## src/hdl/ata_seq_pkg.sv

```systemverilog
// shared types, codes and sizes of the ata pio sector sequencer
package ata_seq_pkg;

  localparam int SECTOR_WORDS = 256;
  localparam int MAX_SECTORS  = 256;
  localparam int WORD_IDX_W   = $clog2(SECTOR_WORDS);
  localparam int SECT_CNT_W   = $clog2(MAX_SECTORS + 1);
  localparam int TICK_W       = 10;
  localparam int LBA_W        = 28;
  localparam int QUEUE_DEPTH  = 4;
  localparam int QPTR_W       = $clog2(QUEUE_DEPTH);
  localparam int QCNT_W       = $clog2(QUEUE_DEPTH + 1);

  // input operation codes
  typedef enum logic [2:0] {
    OP_START_RD = 3'd0,
    OP_START_WR = 3'd1,
    OP_STATUS   = 3'd2,
    OP_RD_WORD  = 3'd3,
    OP_WR_WORD  = 3'd4,
    OP_TICK     = 3'd5
  } op_t;

  // result bus actions
  typedef enum logic [2:0] {
    ACT_REG_WR  = 3'd0,
    ACT_POLL    = 3'd1,
    ACT_TO_DEV  = 3'd2,
    ACT_TO_HOST = 3'd3,
    ACT_DONE    = 3'd4
  } act_t;

  // task file register indexes
  typedef enum logic [2:0] {
    REG_NONE     = 3'd0,
    REG_SEC_CNT  = 3'd2,
    REG_LBA_LOW  = 3'd3,
    REG_LBA_MID  = 3'd4,
    REG_LBA_HIGH = 3'd5,
    REG_DEVICE   = 3'd6,
    REG_CMD      = 3'd7
  } reg_sel_t;

  // completion codes
  typedef enum logic [1:0] {
    CC_OK        = 2'd0,
    CC_PARAM     = 2'd1,
    CC_NOT_READY = 2'd2,
    CC_FAULT     = 2'd3
  } cc_t;

  // configuration register indexes
  typedef enum logic [1:0] {
    CFG_DEV_READY = 2'd0,
    CFG_READY_TO  = 2'd1,
    CFG_XFER_TO   = 2'd2,
    CFG_FINISH_TO = 2'd3
  } cfg_idx_t;

  localparam logic [7:0] OPC_READ_PIO  = 8'h20;
  localparam logic [7:0] OPC_WRITE_PIO = 8'h30;
  localparam logic [3:0] DEV_LBA_HI    = 4'h4;

  // status bits
  localparam int ST_BSY  = 7;
  localparam int ST_DRDY = 6;
  localparam int ST_DRQ  = 3;
  localparam int ST_ERR  = 0;

  // work handed from front to back
  typedef enum logic [1:0] {
    JOB_DONE,
    JOB_POLL,
    JOB_TASKFILE,
    JOB_WORD
  } job_kind_t;

  typedef enum logic [1:0] {
    TAIL_NONE,
    TAIL_POLL,
    TAIL_DONE
  } job_tail_t;

  typedef struct packed {
    job_kind_t         kind;
    job_tail_t         tail;
    cc_t               code;
    logic              is_write;
    logic [15:0]       word;
    logic [LBA_W-1:0]  lba;
    logic [7:0]        count;
  } job_t;

  // queue status seen by the front and back ends
  typedef struct packed {
    logic valid;
    logic full;
  } q_stat_t;

endpackage

```

## src/hdl/ata_pio_sector_sequencer.sv

```systemverilog
// top level of the ata pio lba28 sector sequencer
// Host-side ATA PIO sequencer for LBA28 multi-sector reads and writes. Every
// input item (start, status sample, data word or tick) is taken by the front
// end, which checks it against the current phase, updates the protocol state
// and, when the item causes bus work, places one job in a four-entry queue.
// The back end turns each job into its results at one per cycle while the
// receiver is ready, through a registered output stage: a data word gives
// one result (two at a sector boundary), a status sample that finds the
// drive ready gives seven (six task file writes and a status read request).
// Data words therefore stream at one per cycle in either direction while
// neither side stalls; the slower cases are the last word of a sector, whose
// two results hold its job at the queue head until both are out, and the
// task file burst, whose seven results do the same. in_ready drops only
// while the queue is full. Ticks, samples outside a status wait and words of
// the wrong direction give no result. Configuration writes are accepted in
// every cycle and must be made while the block is idle.
module ata_pio_sector_sequencer import ata_seq_pkg::*; (
  input  logic              clk,
  input  logic              rst_n,
  // input item channel
  input  logic              in_valid,
  output logic              in_ready,
  input  logic [2:0]        in_operation,
  input  logic [31:0]       in_sector_address,
  input  logic [8:0]        in_sector_count,
  input  logic [7:0]        in_status_byte,
  input  logic [15:0]       in_data_word,
  // result channel
  output logic              out_valid,
  input  logic              out_ready,
  output logic [2:0]        out_bus_action,
  output logic [2:0]        out_register_select,
  output logic [7:0]        out_register_value,
  output logic [15:0]       out_word_out,
  output logic [1:0]        out_completion_code,
  output logic              out_last,
  // configuration writes
  input  logic              cfg_valid,
  output logic              cfg_ready,
  input  logic [1:0]        cfg_index,
  input  logic [TICK_W-1:0] cfg_data
);

  // job path between the two halves
  logic    push;
  job_t    push_job;
  logic    pop;
  job_t    head;
  q_stat_t q_stat;

  // front: protocol state, timeouts, item checks
  ata_seq_front u_front (
    .clk               (clk),
    .rst_n             (rst_n),
    .in_valid          (in_valid),
    .in_ready          (in_ready),
    .in_operation      (in_operation),
    .in_sector_address (in_sector_address),
    .in_sector_count   (in_sector_count),
    .in_status_byte    (in_status_byte),
    .in_data_word      (in_data_word),
    .cfg_valid         (cfg_valid),
    .cfg_ready         (cfg_ready),
    .cfg_index         (cfg_index),
    .cfg_data          (cfg_data),
    .q_stat            (q_stat),
    .push              (push),
    .job               (push_job)
  );

  // decouples item intake from result drain
  ata_seq_queue u_queue (
    .clk      (clk),
    .rst_n    (rst_n),
    .push     (push),
    .push_job (push_job),
    .pop      (pop),
    .head     (head),
    .q_stat   (q_stat)
  );

  // back: job expansion into the output register
  ata_seq_back u_back (
    .clk                 (clk),
    .rst_n               (rst_n),
    .head                (head),
    .q_stat              (q_stat),
    .pop                 (pop),
    .out_valid           (out_valid),
    .out_ready           (out_ready),
    .out_bus_action      (out_bus_action),
    .out_register_select (out_register_select),
    .out_register_value  (out_register_value),
    .out_word_out        (out_word_out),
    .out_completion_code (out_completion_code),
    .out_last            (out_last)
  );

  // a job is only half drained: its next result follows straight away
  assert property (@(posedge clk) disable iff (!rst_n)
    out_valid && out_ready && !out_last |=> out_valid)
    else $error("result burst broken before its last item");

  // completion codes only ride on completions
  assert property (@(posedge clk) disable iff (!rst_n)
    out_valid && out_bus_action != ACT_DONE |-> out_completion_code == CC_OK)
    else $error("completion code on a non-completion result");

  // register selects only ride on register writes
  assert property (@(posedge clk) disable iff (!rst_n)
    out_valid && out_bus_action != ACT_REG_WR |-> out_register_select == REG_NONE)
    else $error("register select on a non-register result");

  // nothing is queued while the queue reports full
  assert property (@(posedge clk) disable iff (!rst_n)
    q_stat.full |-> !push)
    else $error("job pushed into a full queue");

endmodule

```

## src/hdl/ata_seq_front.sv

```systemverilog
// front end: accepts items, keeps the protocol state and queues work
module ata_seq_front import ata_seq_pkg::*; (
  input  logic                  clk,
  input  logic                  rst_n,
  input  logic                  in_valid,
  output logic                  in_ready,
  input  logic [2:0]            in_operation,
  input  logic [31:0]           in_sector_address,
  input  logic [8:0]            in_sector_count,
  input  logic [7:0]            in_status_byte,
  input  logic [15:0]           in_data_word,
  input  logic                  cfg_valid,
  output logic                  cfg_ready,
  input  logic [1:0]            cfg_index,
  input  logic [TICK_W-1:0]     cfg_data,
  input  q_stat_t               q_stat,
  output logic                  push,
  output job_t                  job
);

  typedef enum logic [2:0] {
    PH_IDLE,
    PH_READY,
    PH_DRQ,
    PH_XFER,
    PH_FINISH
  } phase_t;

  phase_t                phase_r, phase_nxt;
  logic                  is_write_r, is_write_nxt;
  logic [TICK_W-1:0]     timeout_r, timeout_nxt;
  logic [SECT_CNT_W-1:0] sectors_r, sectors_nxt;
  logic [WORD_IDX_W-1:0] word_idx_r, word_idx_nxt;
  logic [LBA_W-1:0]      lba_r, lba_nxt;
  logic [7:0]            count_r, count_nxt;

  logic                  dev_ready_r;
  logic [TICK_W-1:0]     ready_to_r, xfer_to_r, finish_to_r;

  logic                  accept;
  logic                  met;
  logic [SECT_CNT_W-1:0] sectors_dec;

  assign in_ready    = !q_stat.full;
  assign cfg_ready   = 1'b1;
  assign accept      = in_valid && in_ready;
  assign sectors_dec = sectors_r - SECT_CNT_W'(1);

  always_comb begin
    unique case (phase_r)
      PH_READY: met = !in_status_byte[ST_BSY] && in_status_byte[ST_DRDY];
      PH_DRQ:   met = !in_status_byte[ST_BSY] && in_status_byte[ST_DRQ];
      default:  met = !in_status_byte[ST_BSY];
    endcase
  end

  always_comb begin
    phase_nxt    = phase_r;
    is_write_nxt = is_write_r;
    timeout_nxt  = timeout_r;
    sectors_nxt  = sectors_r;
    word_idx_nxt = word_idx_r;
    lba_nxt      = lba_r;
    count_nxt    = count_r;
    push         = 1'b0;
    job          = '0;
    job.is_write = is_write_r;
    job.lba      = lba_r;
    job.count    = count_r;
    if (accept) begin
      unique case (in_operation)
        OP_START_RD, OP_START_WR: begin
          if (phase_r == PH_IDLE) begin
            push = 1'b1;
            if (in_sector_count == '0 || in_sector_count > 9'(MAX_SECTORS) ||
                in_sector_address[31:LBA_W] != '0) begin
              job.kind = JOB_DONE;
              job.code = CC_PARAM;
            end else if (!dev_ready_r) begin
              job.kind = JOB_DONE;
              job.code = CC_NOT_READY;
            end else begin
              job.kind     = JOB_POLL;
              is_write_nxt = (in_operation == OP_START_WR);
              lba_nxt      = in_sector_address[LBA_W-1:0];
              count_nxt    = in_sector_count[7:0];
              sectors_nxt  = SECT_CNT_W'(in_sector_count);
              word_idx_nxt = '0;
              phase_nxt    = PH_READY;
              timeout_nxt  = ready_to_r;
            end
          end
        end
        OP_STATUS: begin
          if (phase_r == PH_READY || phase_r == PH_DRQ || phase_r == PH_FINISH) begin
            if (timeout_r == '0 || in_status_byte[ST_ERR]) begin
              push      = 1'b1;
              job.kind  = JOB_DONE;
              job.code  = CC_FAULT;
              phase_nxt = PH_IDLE;
            end else if (!met) begin
              push     = 1'b1;
              job.kind = JOB_POLL;
            end else if (phase_r == PH_READY) begin
              push        = 1'b1;
              job.kind    = JOB_TASKFILE;
              phase_nxt   = PH_DRQ;
              timeout_nxt = xfer_to_r;
            end else if (phase_r == PH_DRQ) begin
              phase_nxt    = PH_XFER;
              word_idx_nxt = '0;
            end else begin
              push      = 1'b1;
              job.kind  = JOB_DONE;
              job.code  = CC_OK;
              phase_nxt = PH_IDLE;
            end
          end
        end
        OP_RD_WORD, OP_WR_WORD: begin
          if (phase_r == PH_XFER && is_write_r == (in_operation == OP_WR_WORD)) begin
            push         = 1'b1;
            job.kind     = JOB_WORD;
            job.word     = in_data_word;
            job.tail     = TAIL_NONE;
            word_idx_nxt = word_idx_r + WORD_IDX_W'(1);
            if (word_idx_r == WORD_IDX_W'(SECTOR_WORDS - 1)) begin
              word_idx_nxt = '0;
              sectors_nxt  = sectors_dec;
              if (sectors_dec != '0) begin
                job.tail    = TAIL_POLL;
                phase_nxt   = PH_DRQ;
                timeout_nxt = xfer_to_r;
              end else if (is_write_r) begin
                job.tail    = TAIL_POLL;
                phase_nxt   = PH_FINISH;
                timeout_nxt = finish_to_r;
              end else begin
                job.tail  = TAIL_DONE;
                phase_nxt = PH_IDLE;
              end
            end
          end
        end
        OP_TICK: begin
          if (timeout_r != '0) timeout_nxt = timeout_r - TICK_W'(1);
        end
        default: ;
      endcase
    end
  end

  always_ff @(posedge clk) begin
    if (!rst_n) begin
      phase_r     <= PH_IDLE;
      is_write_r  <= 1'b0;
      timeout_r   <= '0;
      sectors_r   <= '0;
      word_idx_r  <= '0;
      lba_r       <= '0;
      count_r     <= '0;
      dev_ready_r <= 1'b0;
      ready_to_r  <= TICK_W'(100);
      xfer_to_r   <= TICK_W'(250);
      finish_to_r <= TICK_W'(100);
    end else begin
      phase_r    <= phase_nxt;
      is_write_r <= is_write_nxt;
      timeout_r  <= timeout_nxt;
      sectors_r  <= sectors_nxt;
      word_idx_r <= word_idx_nxt;
      lba_r      <= lba_nxt;
      count_r    <= count_nxt;
      if (cfg_valid && cfg_ready) begin
        unique case (cfg_idx_t'(cfg_index))
          CFG_DEV_READY: dev_ready_r <= cfg_data[0];
          CFG_READY_TO:  ready_to_r  <= cfg_data;
          CFG_XFER_TO:   xfer_to_r   <= cfg_data;
          CFG_FINISH_TO: finish_to_r <= cfg_data;
        endcase
      end
    end
  end

endmodule

```

## src/hdl/ata_seq_queue.sv

```systemverilog
// short job queue between front and back end
module ata_seq_queue import ata_seq_pkg::*; (
  input  logic    clk,
  input  logic    rst_n,
  input  logic    push,
  input  job_t    push_job,
  input  logic    pop,
  output job_t    head,
  output q_stat_t q_stat
);

  job_t              slots_r [QUEUE_DEPTH];
  logic [QPTR_W-1:0] wr_ptr_r, rd_ptr_r;
  logic [QCNT_W-1:0] cnt_r;

  assign head         = slots_r[rd_ptr_r];
  assign q_stat.valid = (cnt_r != '0);
  assign q_stat.full  = (cnt_r == QCNT_W'(QUEUE_DEPTH));

  always_ff @(posedge clk) begin
    if (push) slots_r[wr_ptr_r] <= push_job;
  end

  always_ff @(posedge clk) begin
    if (!rst_n) begin
      wr_ptr_r <= '0;
      rd_ptr_r <= '0;
      cnt_r    <= '0;
    end else begin
      if (push) wr_ptr_r <= wr_ptr_r + QPTR_W'(1);
      if (pop)  rd_ptr_r <= rd_ptr_r + QPTR_W'(1);
      unique case ({push, pop})
        2'b10:   cnt_r <= cnt_r + QCNT_W'(1);
        2'b01:   cnt_r <= cnt_r - QCNT_W'(1);
        default: cnt_r <= cnt_r;
      endcase
    end
  end

endmodule

```

## src/hdl/ata_seq_back.sv

```systemverilog
// back end: expands queued jobs into bus results, one per cycle while the receiver is ready
module ata_seq_back import ata_seq_pkg::*; (
  input  logic        clk,
  input  logic        rst_n,
  input  job_t        head,
  input  q_stat_t     q_stat,
  output logic        pop,
  output logic        out_valid,
  input  logic        out_ready,
  output logic [2:0]  out_bus_action,
  output logic [2:0]  out_register_select,
  output logic [7:0]  out_register_value,
  output logic [15:0] out_word_out,
  output logic [1:0]  out_completion_code,
  output logic        out_last
);

  logic [2:0]  step_r;
  logic        out_valid_r;
  act_t        act_r;
  reg_sel_t    sel_r;
  logic [7:0]  val_r;
  logic [15:0] word_r;
  cc_t         code_r;
  logic        last_r;

  act_t        res_act;
  reg_sel_t    res_sel;
  logic [7:0]  res_val;
  logic [15:0] res_word;
  cc_t         res_code;
  logic        res_last;
  logic        load;

  assign load = q_stat.valid && (!out_valid_r || out_ready);
  assign pop  = load && res_last;

  always_comb begin
    res_act  = ACT_POLL;
    res_sel  = REG_NONE;
    res_val  = '0;
    res_word = '0;
    res_code = CC_OK;
    res_last = 1'b1;
    unique case (head.kind)
      JOB_DONE: begin
        res_act  = ACT_DONE;
        res_code = head.code;
      end
      JOB_POLL: res_act = ACT_POLL;
      JOB_TASKFILE: begin
        res_act  = ACT_REG_WR;
        res_last = 1'b0;
        unique case (step_r)
          3'd0: begin
            res_sel = REG_DEVICE;
            res_val = {DEV_LBA_HI, head.lba[27:24]};
          end
          3'd1: begin
            res_sel = REG_LBA_HIGH;
            res_val = head.lba[23:16];
          end
          3'd2: begin
            res_sel = REG_LBA_MID;
            res_val = head.lba[15:8];
          end
          3'd3: begin
            res_sel = REG_LBA_LOW;
            res_val = head.lba[7:0];
          end
          3'd4: begin
            res_sel = REG_SEC_CNT;
            res_val = head.count;
          end
          3'd5: begin
            res_sel = REG_CMD;
            res_val = head.is_write ? OPC_WRITE_PIO : OPC_READ_PIO;
          end
          default: begin
            res_act  = ACT_POLL;
            res_last = 1'b1;
          end
        endcase
      end
      JOB_WORD: begin
        if (step_r == '0) begin
          res_act  = head.is_write ? ACT_TO_DEV : ACT_TO_HOST;
          res_word = head.word;
          res_last = (head.tail == TAIL_NONE);
        end else if (head.tail == TAIL_DONE) begin
          res_act = ACT_DONE;
        end else begin
          res_act = ACT_POLL;
        end
      end
    endcase
  end

  always_ff @(posedge clk) begin
    if (!rst_n) begin
      out_valid_r <= 1'b0;
      step_r      <= '0;
    end else if (load) begin
      out_valid_r <= 1'b1;
      step_r      <= res_last ? 3'd0 : step_r + 3'd1;
    end else if (out_ready) begin
      out_valid_r <= 1'b0;
    end
  end

  always_ff @(posedge clk) begin
    if (load) begin
      act_r  <= res_act;
      sel_r  <= res_sel;
      val_r  <= res_val;
      word_r <= res_word;
      code_r <= res_code;
      last_r <= res_last;
    end
  end

  assign out_valid           = out_valid_r;
  assign out_bus_action      = act_r;
  assign out_register_select = sel_r;
  assign out_register_value  = val_r;
  assign out_word_out        = word_r;
  assign out_completion_code = code_r;
  assign out_last            = last_r;

endmodule

```

## config.mk

```make
export PLATFORM = sky130hd
export DESIGN_NAME = ata_pio_sector_sequencer
export DESIGN_NICKNAME = d
export VERILOG_FILES = /design/src/hdl/ata_seq_pkg.sv /design/src/hdl/ata_pio_sector_sequencer.sv /design/src/hdl/ata_seq_front.sv /design/src/hdl/ata_seq_queue.sv /design/src/hdl/ata_seq_back.sv
export SDC_FILE = /design/constraint.sdc
export NUM_CORES = 1
export LEC_CHECK = 0
export BUFFER_PORTS_ARGS = -buffer_cell sky130_fd_sc_hd__buf_2
export CAP_MARGIN = 10
export CORE_MARGIN = 2
export CORE_UTILIZATION = 50
export DETAILED_ROUTE_END_ITERATION = 12
export GPL_TIMING_DRIVEN = 0
export PLACE_DENSITY = 0.78
export SKIP_CTS_REPAIR_TIMING = 1
export SLEW_MARGIN = 25
export SYNTH_ARGS = -nofsm -noshare
export SYNTH_HDL_FRONTEND = slang
export SYNTH_SLANG_ARGS = --single-unit
```

## constraint.sdc

```tcl
create_clock -name clk -period 4.6 [get_ports clk]
set_input_delay 0 -clock clk [delete_from_list [all_inputs] [get_ports clk]]
set_output_delay 0 -clock clk [all_outputs]
set_load 0.02 [all_outputs]
```

==> flow_metrics.env, run 1 <==
export IMPL_status="complete, but fails checks"
export IMPL_violations="hold timing"
export IMPL_switchingPower_mw=2.24
export IMPL_slew_headroom=0.419
export IMPL_power_total_mw=8.49
export IMPL_via_per_inst=5.81
export IMPL_drt_iter0_markers=898
export IMPL_grt_max_degree=40
export IMPL_fin_crit_ns=3.69
export IMPL_rsz0062_at_grt="false"
export IMPL_drive_above_1_share=0.214
export IMPL_synthesis_area_um2=15800
export IMPL_fillerInstances=2325
export IMPL_cellPowerDensity_nw_per_um2=446
export IMPL_crit_path_max_incr_delay_ns=0.56
export IMPL_final_common_cell="edfxtp_1"
export IMPL_intPower_mw=6.25
export IMPL_clock_sinks=380
export IMPL_seqPwrFrac=0.461
export IMPL_crit_path_end_kind="register"
export IMPL_syn_instance_count=1132
export IMPL_skew_ns=0.0167
export IMPL_synth_flop_cell="edfxtp_1"
export IMPL_ys_ff_latch=380
export IMPL_overflow=0
export IMPL_yosysUniqueCellTypes=77
export IMPL_p_comb_frac=0.160
export IMPL_grtUsageTotal=0.218
export IMPL_peakVddDrop_uv=336
export IMPL_hold_path_depth=4
export IMPL_r2r_cells=13
export IMPL_synth_area_per_cell_um2=14.0
export IMPL_drt_pass1_iterations=4
export IMPL_clk_path_buf_depth=3
export IMPL_min_path_type="input pin to register"
export IMPL_cts_root_buf="clkbuf_16"
export IMPL_cts_clk_slew_worst_paths_ns=0.06
export IMPL_worstPathRequired_ns=5.06
export IMPL_grt_pass1_wl_um=56100
export IMPL_setup_violations=0
export IMPL_nets=1464
export IMPL_period_share=0.803
export IMPL_port_buffer_count=114
export IMPL_r2r_start="u_back.step_r[0]"
export IMPL_placed_cells=1653
export IMPL_post_place_ws_ns=0.976
export IMPL_postRouteAntennaNets=0
export IMPL_vias=10400
export IMPL_design_core_area_um2=31400
export IMPL_startpoint_type="register"
export IMPL_worstHoldEndpoint="u_front.sectors_r[8]"
export IMPL_switching_share=0.264
export IMPL_crit_fanout=10
export IMPL_antenna_found_initial=1
export IMPL_final_cell_mix="edfxtp_1, buf_2, dfxtp_1"
export IMPL_seq_area_frac_synth=0.650
export IMPL_reg2reg_setup_slack_ns=0.91
export IMPL_cts_buffers=40
export IMPL_yosys_warnings=0
export IMPL_drv_slew=0
export IMPL_cts_tree="yes"
export IMPL_power_frac_clock=0.379
export IMPL_drc=0
export IMPL_gp_congestion=0.884
export IMPL_initial_core_util=0.504
export IMPL_area_growth_syn_to_layout_pct=20.2
export IMPL_min_from="in_sector_count[8]"
export IMPL_fp_dieW_um=182
export IMPL_arrival_ns=4.16
export IMPL_crit_slowest_cell="o21ai_0"
export IMPL_wl_per_cell_um=20.6
export IMPL_syn_nets=1235
export IMPL_rows=65
export IMPL_dieArea_um2=33100
export IMPL_synth_edff_count=269
export IMPL_finalHoldViolations=2
export IMPL_grt_pass1_vias=9966
export IMPL_hold_slack_ns=-0.0301
export IMPL_critPathMostFrequentCell="ha_1"
export IMPL_r2r_end="u_queue.cnt_r[2]"
export IMPL_insertion_delay_ns=0.53
export IMPL_fmax_ghz=0.271
export IMPL_setup_worst_path_class="register to register"
export IMPL_maxCapViolCount=0
export IMPL_finalInstanceArea_um2=19000
export IMPL_utilization=0.606
export IMPL_diodes=0
export IMPL_fin_cells=1795
export IMPL_crit_chain="ha_1 > ha_1 > clkbuf_1 > nor3_1 > a21oi_1 > o21ai_0 > and2_1 > ha_1 > inv_1 > fa_1 > xor2_1 > or3_1 > a21oi_1"
export IMPL_dp_hpwl_um=23800
export IMPL_leakagePower_nw=7.16
export IMPL_io_pin_count=121
export IMPL_die_height_um=182
export IMPL_tightest_slew_ns=0.871
export IMPL_layout_setup_ws_ns=0.906
export IMPL_place_area_um2=17000
export IMPL_synthArstFlopShare=0
export IMPL_h_tree_depth=2
export IMPL_routed_wl_um=37000
==> cell families (layout without fill, tap and decap cells) <==
group | after synthesis | count (layout) | share of synthesized area
multiplexers | 101 | 101 | 0.110
other | 1 | 1 | 0.000237
XOR/XNOR | 14 | 14 | 0.00774
AO/OA/AOI/OAI | 198 | 198 | 0.0850
AND/OR/NAND/NOR | 335 | 335 | 0.108
adder cells (fa/ha/maj) | 18 | 18 | 0.0147
flip-flops | 380 | 380 | 0.650
buffers and inverters | 85 | 346 | 0.0239
==> how the worst max path moves through the flow <==
stage	startpoint	endpoint	slack [ns]	cells past startpoint
CTS	u_back.step_r[0]	u_queue.cnt_r[2]	0.92	13
global placement	u_front.timeout_r[2]	u_queue.slots_r[0][17]	-0.33	6
global route	u_back.step_r[0]	u_queue.cnt_r[2]	0.74	13
detailed placement	u_back.step_r[0]	u_queue.cnt_r[2]	0.98	13
floorplan	u_front.timeout_r[2]	u_queue.slots_r[0][0]	1.09	6
finish	u_back.step_r[0]	u_queue.cnt_r[2]	0.91	13
==> per-stage QoR <==
stage	hold WS [ns]	TNS, ns
floorplan	0.124	0
global placement	0.227	-74.42
detailed placement	0.239	0
CTS	-0.310	0
global route	0.00401	0
finish	-0.0301	0
==> cells in the mapped netlist (all sizes together), types with 17 or more instances <==
| cell type | instances | area [µm²] |
|---|---|---|
| edfxtp | 269 | 8080 |
| dfxtp | 111 | 2220 |
| nand2 | 96 | 360 |
| nor2 | 90 | 338 |
| mux4 | 59 | 1330 |
| a21oi | 50 | 250 |
| mux2i | 42 | 420 |
| o21ai | 37 | 193 |
| clkbuf | 36 | 135 |
| inv | 27 | 101 |
| nand3 | 24 | 120 |
| and2 | 23 | 145 |
| buf | 22 | 141 |
| nor2b | 22 | 138 |
| ha | 17 | 213 |
| o21a | 17 | 129 |
==> power by group through the flow <==
stage	Clock (mW)	Combinational, mW	Sequential, mW
2_1_floorplan	0	0.757	4.11
3_3_place_gp	0	1.26	3.99
3_5_place_dp	0	1.31	3.99
4_1_cts	3.24	1.32	3.92
5_1_grt	3.38	1.47	3.93
6_report	3.22	1.36	3.92
==> critical path, delay by kind of cell, from the launching register on <==
kind                       cells  cell delay (ns)
AOI/OAI and AO/OA              3             0.84
xor gates and xnor gates       1             0.16
adders and majority gates      4             1.08
buffers and inverters          2             0.33
DFF                            1             0.38
and+or+nand+nor                3             0.85
==> state kept, by name, summed over array words and instances (netlist names), named ones only <==
register                    flops
u_back.out_valid                1
u_front.is_write_r              1
u_back.out_register_select      3
u_back.out_register_value       8
u_back.out_last                 1
u_back.step_r                   3
u_front.sectors_r               9
u_back.out_word_out            16
u_front.xfer_to_r              10
u_front.finish_to_r            10
u_queue.slots_r               236
u_front.lba_r                  28
u_queue.wr_ptr_r                2
u_queue.rd_ptr_r                2
u_front.ready_to_r             10
u_back.out_completion_code      2
u_front.count_r                 8
u_queue.cnt_r                   3
u_back.out_bus_action           3
u_front.dev_ready_r             1
u_front.phase_r                 3
u_front.timeout_r              10
u_front.word_idx_r              8
==> cell type report <==
class | instances | area (µm²) | share of cell area
Tap cell | 402 | 503 | 0.0264
Timing Repair Buffer | 187 | 1360 | 0.0714
Clock buffer | 53 | 1120 | 0.0589
Inverter | 27 | 101 | 0.00532
Multi-Input combinational cell | 667 | 5170 | 0.271
Buffer | 58 | 277 | 0.0145
Sequential cell | 380 | 10300 | 0.541
Clock inverter | 21 | 211 | 0.0111
==> metal layers <==
metal | global-route usage | share of wire
met1 | 0.302 | 0.42
met2 | 0.362 | 0.49
met3 | 0.0399 | 0.072
met4 | 0.0471 | 0.019
met5 | 0 | 0.00032
No activity file was read; power rests on OpenSTA's default activity.
==> run 2, diff against run 1 <==
clock period = 3.5 ns   (was 4.6 ns; I/O delays follow)
==> run 2 against run 1 <==
Against the previous run: the run still ends with hold timing left; global-route usage rose by 0.064 points; sequential power rose by 31%; critical path depth fell by 1; power rose by 31%; setup slack got worse by 0.71 ns; clock power rose by 30%; combinational power rose by 32%; critical endpoint unchanged; highest routed layer unchanged.
==> flow_metrics.env, run 2 (synthesis gave the netlist of run 1 again) <==
export IMPL_violations="hold timing"
export IMPL_finalSetupTns_ns=0
export IMPL_intPower_mw=8.23
export IMPL_area_growth_syn_to_layout_pct=20.1
export IMPL_insertion_delay_ns=0.55
export IMPL_rows=65
export IMPL_io_pin_count=121
export IMPL_arrival_ns=3.76
export IMPL_r2r_cells=12
export IMPL_period_share=0.943
export IMPL_drv_slew=0
export IMPL_drive_above_1_share=0.211
export IMPL_cts_root_buf="clkbuf_16"
export IMPL_switching_share=0.261
export IMPL_final_cell_mix="edfxtp_1, buf_2, dfxtp_1"
export IMPL_endpoint="u_queue.cnt_r[2]"
export IMPL_crit_path_max_incr_delay_ns=0.45
export IMPL_cts_clk_slew_worst_paths_ns=0.06
export IMPL_cts_buffers=40
export IMPL_r2r_start="u_back.step_r[0]"
export IMPL_hold_slack_ns=-0.0435
export IMPL_fp_dieW_um=182
export IMPL_fillerInstances=2339
export IMPL_layout_setup_ws_ns=0.200
export IMPL_dieArea_um2=33100
export IMPL_crit_slowest_cell="fa_1"
export IMPL_clock_sinks=380
export IMPL_p_comb_frac=0.161
export IMPL_regMostFlops="u_queue.slots_r"
export IMPL_skew_ns=0.0298
export IMPL_reg2reg_setup_slack_ns=0.20
export IMPL_cp_top_family="adder cells"
export IMPL_routed_wl_um=37300
export IMPL_crit_fanout=10
export IMPL_diodes=0
export IMPL_slew_headroom=0.421
export IMPL_crit_chain="ha_1 > ha_2 > nor3_1 > a21oi_1 > o21ai_2 > and2_1 > ha_1 > inv_1 > fa_1 > xor2_1 > or3_1 > a21oi_1"
export IMPL_drc=0
export IMPL_crit_start="u_back.step_r[0]"
export IMPL_maxCapViolCount=0
export IMPL_vias=10500
export IMPL_worst_path_stages=12
export IMPL_path_buf_inv=1
export IMPL_wl_per_cell_um=20.8
export IMPL_peakVddDrop_uv=387
export IMPL_fin_crit_ns=3.30
export IMPL_postRouteAntennaNets=0
export IMPL_port_buffer_count=114
export IMPL_h_tree_depth=2
export IMPL_fmax_ghz=0.303
export IMPL_finalInstanceArea_um2=19000
export IMPL_post_place_ws_ns=-0.129
export IMPL_design_core_area_um2=31400
export IMPL_setup_worst_path_class="register to register"
export IMPL_final_common_cell="edfxtp_1"
export IMPL_status="complete, but fails checks"
export IMPL_r2r_end="u_queue.cnt_r[2]"
export IMPL_largest_reg_flops=236
export IMPL_leakagePower_nw=7.14
export IMPL_gp_congestion=0.878
export IMPL_power_frac_clock=0.377
export IMPL_crit_path_end_kind="register"
export IMPL_worstPathRequired_ns=3.96
export IMPL_rsz0062_at_grt="false"
export IMPL_tightest_slew_ns=0.869
export IMPL_setup_violations=0
export IMPL_seqPwrFrac=0.462
export IMPL_clk_path_buf_depth=3
export IMPL_drt_pass1_iterations=5
export IMPL_startpoint_type="register"
export IMPL_finalHoldViolations=1
export IMPL_grt_max_degree=41
export IMPL_drt_iter0_markers=1010
export IMPL_dp_hpwl_um=24000
export IMPL_min_path_type="input pin to register"
export IMPL_initial_core_util=0.504
export IMPL_grtUsageTotal=0.218
export IMPL_antenna_found_initial=1
export IMPL_nets=1462
export IMPL_cellPowerDensity_nw_per_um2=586
export IMPL_overflow=0
export IMPL_grt_pass1_wl_um=55600
export IMPL_grt_pass1_vias=10000
export IMPL_die_height_um=182
export IMPL_switchingPower_mw=2.91
export IMPL_place_area_um2=17000
export IMPL_cts_tree="yes"
export IMPL_via_per_inst=5.86
[run 2: area by class of cell]
type	count	area (µm²)	area share
Multi-Input combinational cell	667	5180	0.272
Inverter	27	101	0.00533
Tap cell	402	503	0.0265
Buffer	57	273	0.0143
Clock buffer	52	1100	0.0577
Timing Repair Buffer	186	1350	0.0709
Sequential cell	380	10300	0.542
Clock inverter	19	209	0.0110
[run 2: tightest hold or removal path: cells and delay by family]
kind            cells  cell delay [ns]
buf+inv             1             0.20
simple gates        2             0.13
compound gates      1             0.12
[run 2: metal layers]
layer	track usage	routed length, µm	part of all wire	vias to the layer above
met3	0.0399	2720	0.073	71
met4	0.0606	814	0.022	2
met2	0.367	18400	0.49	451
met1	0.294	15400	0.41	5191
li1	-	-	-	4773
met5	0	13	0.00035	-
[run 2: through the flow]
stage / power [mW] / instances / utilization
2_1_floorplan: 6.39 / 1132 / -
3_3_place_gp: 6.90 / 1648 / 0.539
3_5_place_dp: 6.96 / 1653 / 0.542
6_report: 11.1 / 1790 / 0.606
5_1_grt: 11.5 / 1790 / 0.606
4_1_cts: 11.1 / 1724 / 0.584
[run 2: worst min-delay path by stage]
stage                                      from                endpoint  cells past startpoint
after CTS                 in_sector_address[19]       u_front.lba_r[19]                      3
after global placement    in_sector_address[19]       u_front.lba_r[19]                      3
after detailed placement  in_sector_address[19]       u_front.lba_r[19]                      3
final                           in_operation[1]      u_front.is_write_r                      4
after floorplan                     cfg_data[2]  u_front.finish_to_r[2]                      2
after global routing            in_operation[1]      u_front.is_write_r                      4
[run 2: power by group through the flow]
stage,Sequential (mW),Clock (mW),Combinational (mW)
3_3_place_gp,5.24,0,1.66
4_1_cts,5.14,4.25,1.74
2_1_floorplan,5.40,0,0.996
6_report,5.14,4.20,1.79
3_5_place_dp,5.23,0,1.72
5_1_grt,5.16,4.44,1.93
